[src/rtl/slss_pkg.sv]
// shared types and constants for the stair light sweep sequencer
package slss_pkg;

  localparam int RELAY_COUNT = 15;
  localparam int ADDR_W = 4;

  localparam logic [ADDR_W-3:0] REG_STEP_DELAY = 2'd0;
  localparam logic [ADDR_W-3:0] REG_HOLD = 2'd1;
  localparam logic [ADDR_W-3:0] REG_DEBOUNCE = 2'd2;

  localparam logic [15:0] STEP_DELAY_RESET = 16'd500;
  localparam logic [15:0] HOLD_RESET = 16'd2000;
  localparam logic [9:0] DEBOUNCE_RESET = 10'd50;

  typedef struct packed {
    logic top_raw;
    logic bottom_raw;
  } sensor_t;

  typedef struct packed {
    logic [RELAY_COUNT-1:0] relay_mask;
    logic [2:0]             phase;
  } relay_t;

endpackage

[src/rtl/stair_light_sweep_sequencer_unit.sv]
// stair light sweep sequencer: debounce, on/hold/off sweep control and register port
// path: an accepted sensor beat reaches its relay beat through the input
//   register, then the result register loaded with the new state
// throughput: one beat per cycle while relay_stall is low; the whole tick is one combinational pass
//   between the input register and the state and result registers
// reset: rst clears all sequencer state, empties both stages and loads the
//   register defaults; there is no clearing pass
module stair_light_sweep_sequencer_unit (
  input  logic                         clk,
  input  logic                         rst,
  input  logic                         sensor_valid,
  output logic                         sensor_stall,
  input  slss_pkg::sensor_t            sensor,
  output logic                         relay_valid,
  input  logic                         relay_stall,
  output slss_pkg::relay_t             relay,
  input  logic                         psel,
  input  logic                         penable,
  input  logic                         pwrite,
  input  logic [slss_pkg::ADDR_W-1:0]  paddr,
  input  logic [31:0]                  pwdata,
  output logic [31:0]                  prdata,
  output logic                         pready
);

  localparam int RC = slss_pkg::RELAY_COUNT;
  localparam logic signed [5:0] POS_FIRST = 6'sd0;
  localparam logic signed [5:0] POS_LAST = 6'(RC - 1);
  localparam logic signed [5:0] POS_END = 6'(RC);
  localparam logic signed [5:0] POS_NONE = -6'sd1;
  localparam logic signed [5:0] POS_MAX = 6'sd31;
  localparam logic signed [5:0] POS_MIN = -6'sd32;
  localparam int TOP = 0;
  localparam int BOT = 1;

  typedef enum logic [2:0] {
    PH_IDLE,
    PH_ON,
    PH_WAIT,
    PH_OFF,
    PH_OFF_ON
  } phase_t;

  // configuration registers
  logic [15:0] step_delay_ms;
  logic [15:0] hold_ms;
  logic [9:0]  debounce_ms;

  // input stage
  logic              in_q_valid;
  slss_pkg::sensor_t in_q;
  logic [1:0]        raw;

  // sequencer state
  logic [31:0]       now_ms;
  phase_t            seq_phase;
  logic [1:0]        prev_raw;
  logic [1:0]        stable_level;
  logic [31:0]       debounce_stamp [2];
  logic [1:0]        sweep_armed;
  logic signed [5:0] sweep_pos [2];
  logic [31:0]       sweep_step_stamp [2];
  logic [31:0]       trigger_stamp [2];
  logic              off_from_bottom;
  logic [31:0]       off_step_stamp;
  logic [31:0]       hold_start;
  logic [RC-1:0]     relay_bits;

  // next state
  phase_t            seq_phase_next;
  logic [1:0]        prev_raw_next;
  logic [1:0]        stable_level_next;
  logic [31:0]       debounce_stamp_next [2];
  logic [1:0]        sweep_armed_next;
  logic signed [5:0] sweep_pos_next [2];
  logic [31:0]       sweep_step_stamp_next [2];
  logic [31:0]       trigger_stamp_next [2];
  logic              off_from_bottom_next;
  logic [31:0]       off_step_stamp_next;
  logic [31:0]       hold_start_next;
  logic [RC-1:0]     relay_bits_next;

  logic advance;
  logic same_dir;
  logic opp_dir;

  // ---------------------------------------------------------------------------
  // helpers

  // wrapping elapsed-time test
  function automatic logic elapsed(input logic [31:0] now, input logic [31:0] stamp,
                                   input logic [31:0] limit);
    logic [31:0] diff;
    diff = now - stamp;
    return diff >= limit;
  endfunction

  // write one relay bit, ignoring step indexes outside the stair
  function automatic logic [RC-1:0] relay_write(input logic [RC-1:0] bits,
                                                input logic signed [5:0] idx,
                                                input logic on);
    logic [RC-1:0] r;
    r = bits;
    for (int i = 0; i < RC; i++) begin
      if (idx == 6'(i)) begin
        r[i] = on;
      end
    end
    return r;
  endfunction

  function automatic logic signed [5:0] sat_inc(input logic signed [5:0] p);
    return (p == POS_MAX) ? p : p + 6'sd1;
  endfunction

  function automatic logic signed [5:0] sat_dec(input logic signed [5:0] p);
    return (p == POS_MIN) ? p : p - 6'sd1;
  endfunction

  // ---------------------------------------------------------------------------
  // register port: writes land on the access cycle, reads are plain muxing

  assign pready = 1'b1;

  always_comb begin
    case (paddr[slss_pkg::ADDR_W-1:2])
      slss_pkg::REG_STEP_DELAY: prdata = {16'b0, step_delay_ms};
      slss_pkg::REG_HOLD:       prdata = {16'b0, hold_ms};
      slss_pkg::REG_DEBOUNCE:   prdata = {22'b0, debounce_ms};
      default:                  prdata = 32'b0;
    endcase
  end

  always_ff @(posedge clk) begin
    if (rst) begin
      step_delay_ms <= slss_pkg::STEP_DELAY_RESET;
      hold_ms       <= slss_pkg::HOLD_RESET;
      debounce_ms   <= slss_pkg::DEBOUNCE_RESET;
    end else if (psel && penable && pwrite && pready) begin
      case (paddr[slss_pkg::ADDR_W-1:2])
        slss_pkg::REG_STEP_DELAY: step_delay_ms <= pwdata[15:0];
        slss_pkg::REG_HOLD:       hold_ms       <= pwdata[15:0];
        slss_pkg::REG_DEBOUNCE:   debounce_ms   <= pwdata[9:0];
        default: ;
      endcase
    end
  end

  // ---------------------------------------------------------------------------
  // flow control: the tick in the input register moves on whenever the result
  // register is empty or being emptied; a waiting result stalls intake only
  // once the input register is full as well

  assign advance      = in_q_valid && (!relay_valid || !relay_stall);
  assign sensor_stall = in_q_valid && relay_valid && relay_stall;
  assign raw          = {in_q.bottom_raw, in_q.top_raw};

  always_ff @(posedge clk) begin
    if (rst) begin
      in_q_valid <= 1'b0;
    end else if (sensor_valid && !sensor_stall) begin
      in_q_valid <= 1'b1;
      in_q       <= sensor;
    end else if (advance) begin
      in_q_valid <= 1'b0;
    end
  end

  // ---------------------------------------------------------------------------
  // one millisecond tick, evaluated in the same order as the sequence is defined

  always_comb begin
    seq_phase_next        = seq_phase;
    prev_raw_next         = prev_raw;
    stable_level_next     = stable_level;
    debounce_stamp_next   = debounce_stamp;
    sweep_armed_next      = sweep_armed;
    sweep_pos_next        = sweep_pos;
    sweep_step_stamp_next = sweep_step_stamp;
    trigger_stamp_next    = trigger_stamp;
    off_from_bottom_next  = off_from_bottom;
    off_step_stamp_next   = off_step_stamp;
    hold_start_next       = hold_start;
    relay_bits_next       = relay_bits;
    same_dir              = 1'b0;
    opp_dir               = 1'b0;

    // debounce both ends; a stable rising edge stamps the trigger and arms the
    // sweep unless the lights are in the hold phase
    for (int s = 0; s < 2; s++) begin
      if (raw[s] != prev_raw[s]) begin
        debounce_stamp_next[s] = now_ms;
      end
      if (elapsed(now_ms, debounce_stamp_next[s], {22'b0, debounce_ms}) &&
          raw[s] != stable_level[s]) begin
        stable_level_next[s] = raw[s];
        if (raw[s]) begin
          trigger_stamp_next[s] = now_ms;
          if (seq_phase != PH_WAIT) begin
            sweep_armed_next[s] = 1'b1;
          end
        end
      end
      prev_raw_next[s] = raw[s];
    end

    // idle: start the on sweep from whichever end is armed
    if (seq_phase_next == PH_IDLE && (sweep_armed_next[TOP] || sweep_armed_next[BOT])) begin
      seq_phase_next = PH_ON;
      if (sweep_armed_next[TOP]) begin
        sweep_pos_next[TOP] = POS_FIRST;
      end
      if (sweep_armed_next[BOT]) begin
        sweep_pos_next[BOT] = POS_LAST;
      end
    end

    // hold: any high sensor restarts the hold time; both positions follow the
    // current off direction every tick
    if (seq_phase_next == PH_WAIT) begin
      sweep_armed_next = 2'b00;
      if (stable_level_next[TOP] || stable_level_next[BOT]) begin
        hold_start_next = now_ms;
      end
      if (elapsed(now_ms, hold_start_next, {16'b0, hold_ms})) begin
        seq_phase_next       = PH_OFF;
        off_from_bottom_next = !(trigger_stamp_next[TOP] < trigger_stamp_next[BOT]);
      end
      sweep_pos_next[BOT] = off_from_bottom_next ? POS_LAST : POS_FIRST;
      sweep_pos_next[TOP] = off_from_bottom_next ? POS_LAST : POS_FIRST;
    end

    // off sweep interrupted: a trigger from the far end restarts the on sweep,
    // one from the near end runs on and off together
    if (seq_phase_next == PH_OFF) begin
      same_dir = off_from_bottom_next ? sweep_armed_next[BOT] : sweep_armed_next[TOP];
      opp_dir  = off_from_bottom_next ? sweep_armed_next[TOP] : sweep_armed_next[BOT];
      if (opp_dir) begin
        seq_phase_next = PH_ON;
      end else if (same_dir) begin
        seq_phase_next = PH_OFF_ON;
      end
    end

    // on sweep: top walks down the stair, bottom walks up
    if (seq_phase_next == PH_ON) begin
      if (sweep_armed_next[TOP] &&
          elapsed(now_ms, sweep_step_stamp_next[TOP], {16'b0, step_delay_ms})) begin
        if (sweep_pos_next[TOP] < POS_END) begin
          relay_bits_next = relay_write(relay_bits_next, sweep_pos_next[TOP], 1'b1);
          sweep_step_stamp_next[TOP] = now_ms;
          sweep_pos_next[TOP] = sat_inc(sweep_pos_next[TOP]);
        end
        if (sweep_pos_next[TOP] == POS_END) begin
          seq_phase_next          = PH_WAIT;
          hold_start_next         = now_ms;
          trigger_stamp_next[TOP] = now_ms;
        end
      end
      if (sweep_armed_next[BOT] &&
          elapsed(now_ms, sweep_step_stamp_next[BOT], {16'b0, step_delay_ms})) begin
        if (sweep_pos_next[BOT] >= POS_FIRST) begin
          relay_bits_next = relay_write(relay_bits_next, sweep_pos_next[BOT], 1'b1);
          sweep_step_stamp_next[BOT] = now_ms;
          sweep_pos_next[BOT] = sat_dec(sweep_pos_next[BOT]);
        end
        if (sweep_pos_next[BOT] == POS_NONE) begin
          seq_phase_next          = PH_WAIT;
          hold_start_next         = now_ms;
          trigger_stamp_next[BOT] = now_ms;
        end
      end
    end

    // off sweep; the last relay off ends the cycle
    if (seq_phase_next == PH_OFF) begin
      if (!off_from_bottom_next) begin
        if (sweep_pos_next[BOT] < POS_END &&
            elapsed(now_ms, off_step_stamp_next, {16'b0, step_delay_ms})) begin
          relay_bits_next = relay_write(relay_bits_next, sweep_pos_next[BOT], 1'b0);
          off_step_stamp_next = now_ms;
          sweep_pos_next[BOT] = sat_inc(sweep_pos_next[BOT]);
        end
        if (sweep_pos_next[BOT] == POS_END) begin
          seq_phase_next     = PH_IDLE;
          sweep_armed_next   = 2'b00;
          sweep_pos_next[TOP] = POS_FIRST;
          sweep_pos_next[BOT] = POS_LAST;
          trigger_stamp_next[TOP] = 32'b0;
          trigger_stamp_next[BOT] = 32'b0;
          relay_bits_next    = '0;
        end
      end else begin
        if (sweep_pos_next[TOP] >= POS_FIRST &&
            elapsed(now_ms, off_step_stamp_next, {16'b0, step_delay_ms})) begin
          relay_bits_next = relay_write(relay_bits_next, sweep_pos_next[TOP], 1'b0);
          off_step_stamp_next = now_ms;
          sweep_pos_next[TOP] = sat_dec(sweep_pos_next[TOP]);
        end
        if (sweep_pos_next[TOP] == POS_NONE) begin
          seq_phase_next     = PH_IDLE;
          sweep_armed_next   = 2'b00;
          sweep_pos_next[TOP] = POS_FIRST;
          sweep_pos_next[BOT] = POS_LAST;
          trigger_stamp_next[TOP] = 32'b0;
          trigger_stamp_next[BOT] = 32'b0;
          relay_bits_next    = '0;
        end
      end
    end

    // off with on: the off sweep runs ahead and the new on sweep follows it
    if (seq_phase_next == PH_OFF_ON) begin
      if (!off_from_bottom_next) begin
        if (!sweep_armed_next[BOT] && sweep_pos_next[BOT] < POS_END) begin
          if (elapsed(now_ms, off_step_stamp_next, {16'b0, step_delay_ms})) begin
            relay_bits_next = relay_write(relay_bits_next, sweep_pos_next[BOT], 1'b0);
            off_step_stamp_next = now_ms;
            sweep_pos_next[BOT] = sat_inc(sweep_pos_next[BOT]);
          end
          if (elapsed(now_ms, sweep_step_stamp_next[TOP], {16'b0, step_delay_ms})) begin
            relay_bits_next = relay_write(relay_bits_next, sweep_pos_next[TOP], 1'b1);
            sweep_step_stamp_next[TOP] = now_ms;
            sweep_pos_next[TOP] = sat_inc(sweep_pos_next[TOP]);
          end
        end else begin
          seq_phase_next = PH_ON;
        end
      end else begin
        if (!sweep_armed_next[TOP] && sweep_pos_next[TOP] >= POS_FIRST) begin
          if (elapsed(now_ms, off_step_stamp_next, {16'b0, step_delay_ms})) begin
            relay_bits_next = relay_write(relay_bits_next, sweep_pos_next[TOP], 1'b0);
            off_step_stamp_next = now_ms;
            sweep_pos_next[TOP] = sat_dec(sweep_pos_next[TOP]);
          end
          if (elapsed(now_ms, sweep_step_stamp_next[BOT], {16'b0, step_delay_ms})) begin
            relay_bits_next = relay_write(relay_bits_next, sweep_pos_next[BOT], 1'b1);
            sweep_step_stamp_next[BOT] = now_ms;
            sweep_pos_next[BOT] = sat_dec(sweep_pos_next[BOT]);
          end
        end else begin
          seq_phase_next = PH_ON;
        end
      end
    end
  end

  // ---------------------------------------------------------------------------
  // state and result register: both load together when the tick moves on

  always_ff @(posedge clk) begin
    if (rst) begin
      relay_valid         <= 1'b0;
      now_ms              <= 32'b0;
      seq_phase           <= PH_IDLE;
      prev_raw            <= 2'b00;
      stable_level        <= 2'b00;
      debounce_stamp[TOP] <= 32'b0;
      debounce_stamp[BOT] <= 32'b0;
      sweep_armed         <= 2'b00;
      sweep_pos[TOP]      <= POS_FIRST;
      sweep_pos[BOT]      <= POS_LAST;
      sweep_step_stamp[TOP] <= 32'b0;
      sweep_step_stamp[BOT] <= 32'b0;
      trigger_stamp[TOP]  <= 32'b0;
      trigger_stamp[BOT]  <= 32'b0;
      off_from_bottom     <= 1'b0;
      off_step_stamp      <= 32'b0;
      hold_start          <= 32'b0;
      relay_bits          <= '0;
    end else if (advance) begin
      relay_valid      <= 1'b1;
      relay.relay_mask <= relay_bits_next;
      relay.phase      <= seq_phase_next;
      now_ms           <= now_ms + 32'd1;
      seq_phase        <= seq_phase_next;
      prev_raw         <= prev_raw_next;
      stable_level     <= stable_level_next;
      debounce_stamp   <= debounce_stamp_next;
      sweep_armed      <= sweep_armed_next;
      sweep_pos        <= sweep_pos_next;
      sweep_step_stamp <= sweep_step_stamp_next;
      trigger_stamp    <= trigger_stamp_next;
      off_from_bottom  <= off_from_bottom_next;
      off_step_stamp   <= off_step_stamp_next;
      hold_start       <= hold_start_next;
      relay_bits       <= relay_bits_next;
    end else if (relay_valid && !relay_stall) begin
      relay_valid <= 1'b0;
    end
  end

  // ---------------------------------------------------------------------------
  // checks

  // idle is only reached from reset or through the end of a cycle, both of which clear every relay
  a_idle_dark: assert property (@(posedge clk) disable iff (rst)
    relay_valid && relay.phase == PH_IDLE |-> relay.relay_mask == '0)
    else $error("relays lit while idle");

  // every tick that moves on advances the millisecond counter by exactly one
  a_tick_count: assert property (@(posedge clk) disable iff (rst)
    advance |=> now_ms == $past(now_ms) + 32'd1)
    else $error("millisecond counter out of step");

  // a tick that moves on always shows up as a result beat
  a_result_loaded: assert property (@(posedge clk) disable iff (rst)
    advance |=> relay_valid)
    else $error("tick processed without a result beat");

  // without a tick the sequencer state holds
  a_state_hold: assert property (@(posedge clk) disable iff (rst)
    !advance |=> $stable(now_ms) && $stable(relay_bits) && $stable(seq_phase))
    else $error("sequencer state moved without a tick");

endmodule

[config.mk]
export PLATFORM = sky130hd
export DESIGN_NAME = stair_light_sweep_sequencer_unit
export DESIGN_NICKNAME = d
export VERILOG_FILES = /design/src/rtl/slss_pkg.sv /design/src/rtl/stair_light_sweep_sequencer_unit.sv
export SDC_FILE = /design/constraint.sdc
export NUM_CORES = 2
export LEC_CHECK = 0
export BUFFER_PORTS_ARGS = -buffer_cell sky130_fd_sc_hd__buf_2
export CAP_MARGIN = 20
export CORE_MARGIN = 10
export CORE_UTILIZATION = 50
export CTS_BUF_LIST = sky130_fd_sc_hd__clkbuf_8
export DETAILED_ROUTE_END_ITERATION = 8
export GPL_TIMING_DRIVEN = 0
export PLACE_DENSITY = 0.65
export SYNTH_ARGS = -nofsm -noshare
export SYNTH_HDL_FRONTEND = slang
export SYNTH_SLANG_ARGS = --single-unit
[constraint.sdc]
create_clock -name clk -period 61.2 [get_ports clk]
set_clock_uncertainty 0.1 [all_clocks]
set_input_delay 3.06 -clock clk [delete_from_list [all_inputs] [get_ports clk]]
set_output_delay 3.06 -clock clk [all_outputs]
set_load 0.005 [all_outputs]
==> results.md <==
* Sw Share at 37.2%
* Via Count at 44,100
* Wire length per cell at 23.6 µm
* Combinational family with the most area after synthesis: compound AO/OA/AOI/OAI gates
* Reg-to-Reg Start: in_q[1]
* Hold buffers post-CTS at 0
* Kind of critical path: flip-flop to flip-flop
* GR Util met1 at 42.9%
* Pleak at 19.9 nW
* Max Cap Viol at 0
* Slew HR at 13.1%
* Sink Count at 389
* Final #Nets at 6,327
* Synth Instances at 5,658
* Power Total at 769 µW
* Top_reg_cell synth: dfxtp_1
* Hold_ws at 0.352 ns
* Logic pwr share at 29.8%
* Crit path top cell by count: o21ai_0
* Placed wire-length estimate at 130 mm
* Starting DRT DRC Count at 4,568
* Area grow syn2layout at 8.23%
* IO buf count at 61
* Grt met3 use at 7.19%
* Max-slew violation count at 0
* Largest fanout on the critical path at 10
* Layout cells sized above 1 at 6.00%
* Worst r2r dst: off_step_stamp[1]
* Finished Layout Cells at 6,959
* RSZ-0062 raised after global routing: no
* Synth Area in Adders at 13.9%
* Synth Area per Inst at 7.37 µm²
* Startpoint types: flip-flop
* Asr flop ratio synth at 0%
* Synthesized cell area at 0.0417 mm²
* Compound-Gate Fraction of Synth Area at 24.8%
* Drc violations at 0
* Post-synthesis sequential area ratio at 19.1%
* Simple-gate portion of the synthesized area at 23.0%
* Synth unique cells at 132
* Global route total overflow at 0
* Synth Area in XOR/XNOR at 4.32%
* Flop pwr share at 34.0%
* Worst Setup SP: in_q[1]
* Largest area contributor in the netlist: dfxtp_1
* WL final at 164 mm
* Critical Path Slowest Stage Cell: nor2_1
* Busiest layer in global routing: met2
* CTS Root Cell: clkbuf_8
* Worst VDD drop at 12.2 µV
* Io pins at 98
* Slew of the pin with the lowest slew margin at 1.30 ns
* Final Setup Violations at 0
* CTS buffer count at 78
* Max Freq at 0.0376 GHz
* Top cell family by delay on the critical path: simple AND/OR/NAND/NOR gates
* GPL Wtd Cong at 1.03
* M2 GR Usage at 50.3%
* Clock share of power at 36.2%
* Die W at 309 µm
* Total track usage at 33.0%
* Power Density at 17.0 mW/mm²
* Period utilization at 43.4%
* Mean number of vias per cell at 6.34
* Wire length of the first global-routing pass at 244 mm
* Status: finished clean
* Critical Path RT at 61.64 ns
* Largest net degree at the start of global routing at 17
* CP Capture Type: flip-flop
* Clock Latency Late Sink at 0.72 ns
* Setup slack, reg-to-reg at 34.63 ns
* Antenna violations before repair at 2
* Post-CTS Setup Inserts at 0
* Levels on crit path at 98
* TritonCTS clock tree: yes
* EDFF count, synth at 20
* Yosys top cell area share at 17.7%
* Final hold violations at 0
* Antenna-violating nets left at 0
* Starting Density at 50.6%
* Net load switching power at 286 µW
* Crit path largest cell delay at 0.86 ns
* # rows at 105
* Die ar. at 0.0954 mm²
* Worst Hold Class: flip-flop to flip-flop
* Worst Path Arrival at 27.01 ns
* CP endpoint: off_step_stamp[1]
* Dpl cells at 6,812
* R2R cell count at 98
* Minimum clock period at 26.57 ns
* Core box area at 0.0824 mm²
* Power Internal at 483 µW
* Number of fill cells at 8,122
* Buf/Inv on CP at 11
* Area contributors post-synth: dfxtp_1 (18%), ha_1 (13%), mux2i_1 (8.3%)
* Final setup TNS at 0 ns
* DR pass1 iterations at 6
* Cts repair resizes at 0
* Chip height at 309 µm
* Clk slew on worst S/H paths at 0.06 ns
* Number of global-route vias before repair at 40,500
* YS warnings at 0
* Clock tree buffer depth at 3
* Flip-flop and latch count after synthesis at 389
* H-tree depth at 3
* Multiplexer share of the synthesized area at 8.77%
==> registers in the layout, indices dropped and copies added, names as in the netlist, 10 cells and up <==
name and count:
debounce_ms 10, debounce_stamp 64, hold_ms 16, hold_start 32, now_ms 32, off_step_stamp 32
relay 18, relay_bits 15, step_delay_ms 16, sweep_pos 12, sweep_step_stamp 64, trigger_stamp 64
==> cell usage after synthesis (15+ instances only) <==
| master | count |
|---|---|
| nor2_1 | 595 |
| nor2b_1 | 77 |
| o211ai_1 | 34 |
| buf_2 | 25 |
| nand2_1 | 655 |
| a2111oi_0 | 16 |
| and2_1 | 31 |
| a2bb2oi_1 | 22 |
| or2_2 | 17 |
| mux2i_1 | 348 |
| and4_1 | 20 |
| a21oi_1 | 494 |
| a311oi_1 | 21 |
| a21o_1 | 136 |
| ha_1 | 449 |
| o2111ai_1 | 18 |
| o21a_1 | 54 |
| o21ai_1 | 21 |
| o21ai_0 | 295 |
| a31oi_1 | 43 |
| a22oi_1 | 16 |
| buf_4 | 28 |
| and3_1 | 46 |
| xnor2_1 | 121 |
| o21bai_1 | 23 |
| inv_1 | 288 |
| dfxtp_1 | 369 |
| or3_1 | 35 |
| nor3_1 | 137 |
| nand3_1 | 148 |
| a211o_1 | 29 |
| buf_1 | 24 |
| o31ai_1 | 33 |
| a211oi_1 | 56 |
| nand2b_1 | 97 |
| nor4_1 | 32 |
| xor2_1 | 79 |
| o22ai_1 | 53 |
| o31a_1 | 15 |
| clkbuf_1 | 253 |
| nand4_1 | 60 |
| edfxtp_1 | 20 |
| a21boi_0 | 43 |
==> metrics by stage <==
stage	area, µm²	setup slack [ns]	utilization (%)
finish	45200	34.63	54.8
global route	45100	32.71	54.8
CTS	45100	34.95	54.8
detailed placement	43600	35.08	52.9
global placement	43400	35.10	52.7
floorplan	41800	41.96	-
==> cells in the final DEF, fill, tap and decap left out, drive strengths merged, types with 17 or more instances in the layout <==
cell,n
xor2,81
a21o,136
inv,318
mux2i,350
nor4,35
ha,449
a2bb2oi,23
nand2b,98
nand2,655
o21ai,320
and3,47
conb,17
o21a,54
nand3,149
a21boi,47
nor3,140
a2111oi,20
and4,21
a311oi,22
o31ai,39
a211o,29
edfxtp,20
nand4,62
clkbuf,343
xnor2,122
or2,20
or3,35
and2,33
nor2,600
buf,154
nor2b,77
a21oi,497
o22ai,53
a31oi,43
o2111ai,21
dfxtp,369
a211oi,59
o21bai,24
o211ai,37
==> layer usage <==
layer / part of all wire [%] / vias up
li1: - / 20700
met1: 42 / 20800
met2: 43 / 2112
met3: 10 / 430
met4: 5.6 / 0
met5: 0 / -
==> final cells by class <==
class	count	area, µm²	share of cell area (%)
Antenna cell	4	10.0	0.0222
Buffer	335	1430	3.17
Clock buffer	89	1220	2.71
Clock inverter	50	319	0.707
Inverter	290	1090	2.41
Multi-Input combinational cell	4659	31300	69.3
Sequential cell	389	7990	17.7
Tap cell	1070	1340	2.97
Timing Repair Buffer	73	482	1.07
==> tightest hold or removal path: cells and delay by family, from the launching register on <==
family	cells	cell delay (ns)
flops	1	0.31
simple gates	1	0.05
compound gates	1	0.05
==> power by group through the flow <==
stage	clock network (mW)	registers (mW)	logic (mW)
detailed placement	0	0.267	0.221
global placement	0	0.267	0.219
finish	0.278	0.261	0.229
CTS	0.279	0.261	0.223
global route	0.291	0.261	0.244
floorplan	0	0.266	0.153
==> how the worst min path moves through the flow <==
stage / start / end / slack [ns] / cells after the start
final: trigger_stamp[12] / trigger_stamp[12] / 0.35 / 2
after global routing: debounce_stamp[20] / debounce_stamp[20] / 0.37 / 2
after CTS: trigger_stamp[17] / trigger_stamp[17] / 0.35 / 2
after detailed placement: trigger_stamp[31] / trigger_stamp[31] / 0.34 / 2
after global placement: trigger_stamp[19] / trigger_stamp[19] / 0.34 / 2
after floorplan: trigger_stamp[19] / trigger_stamp[19] / 0.33 / 2
==> cell families after synthesis <==
logic type               after synthesis
buffers and inverters                625
multiplexers                         363
other                                  2
AO/OA/AOI/OAI                       1577
flip-flops                           389
AND/OR/NAND/NOR                     2037
adder cells (fa/ha/maj)              462
XOR/XNOR                             203
(Power assumes the default switching activity.)
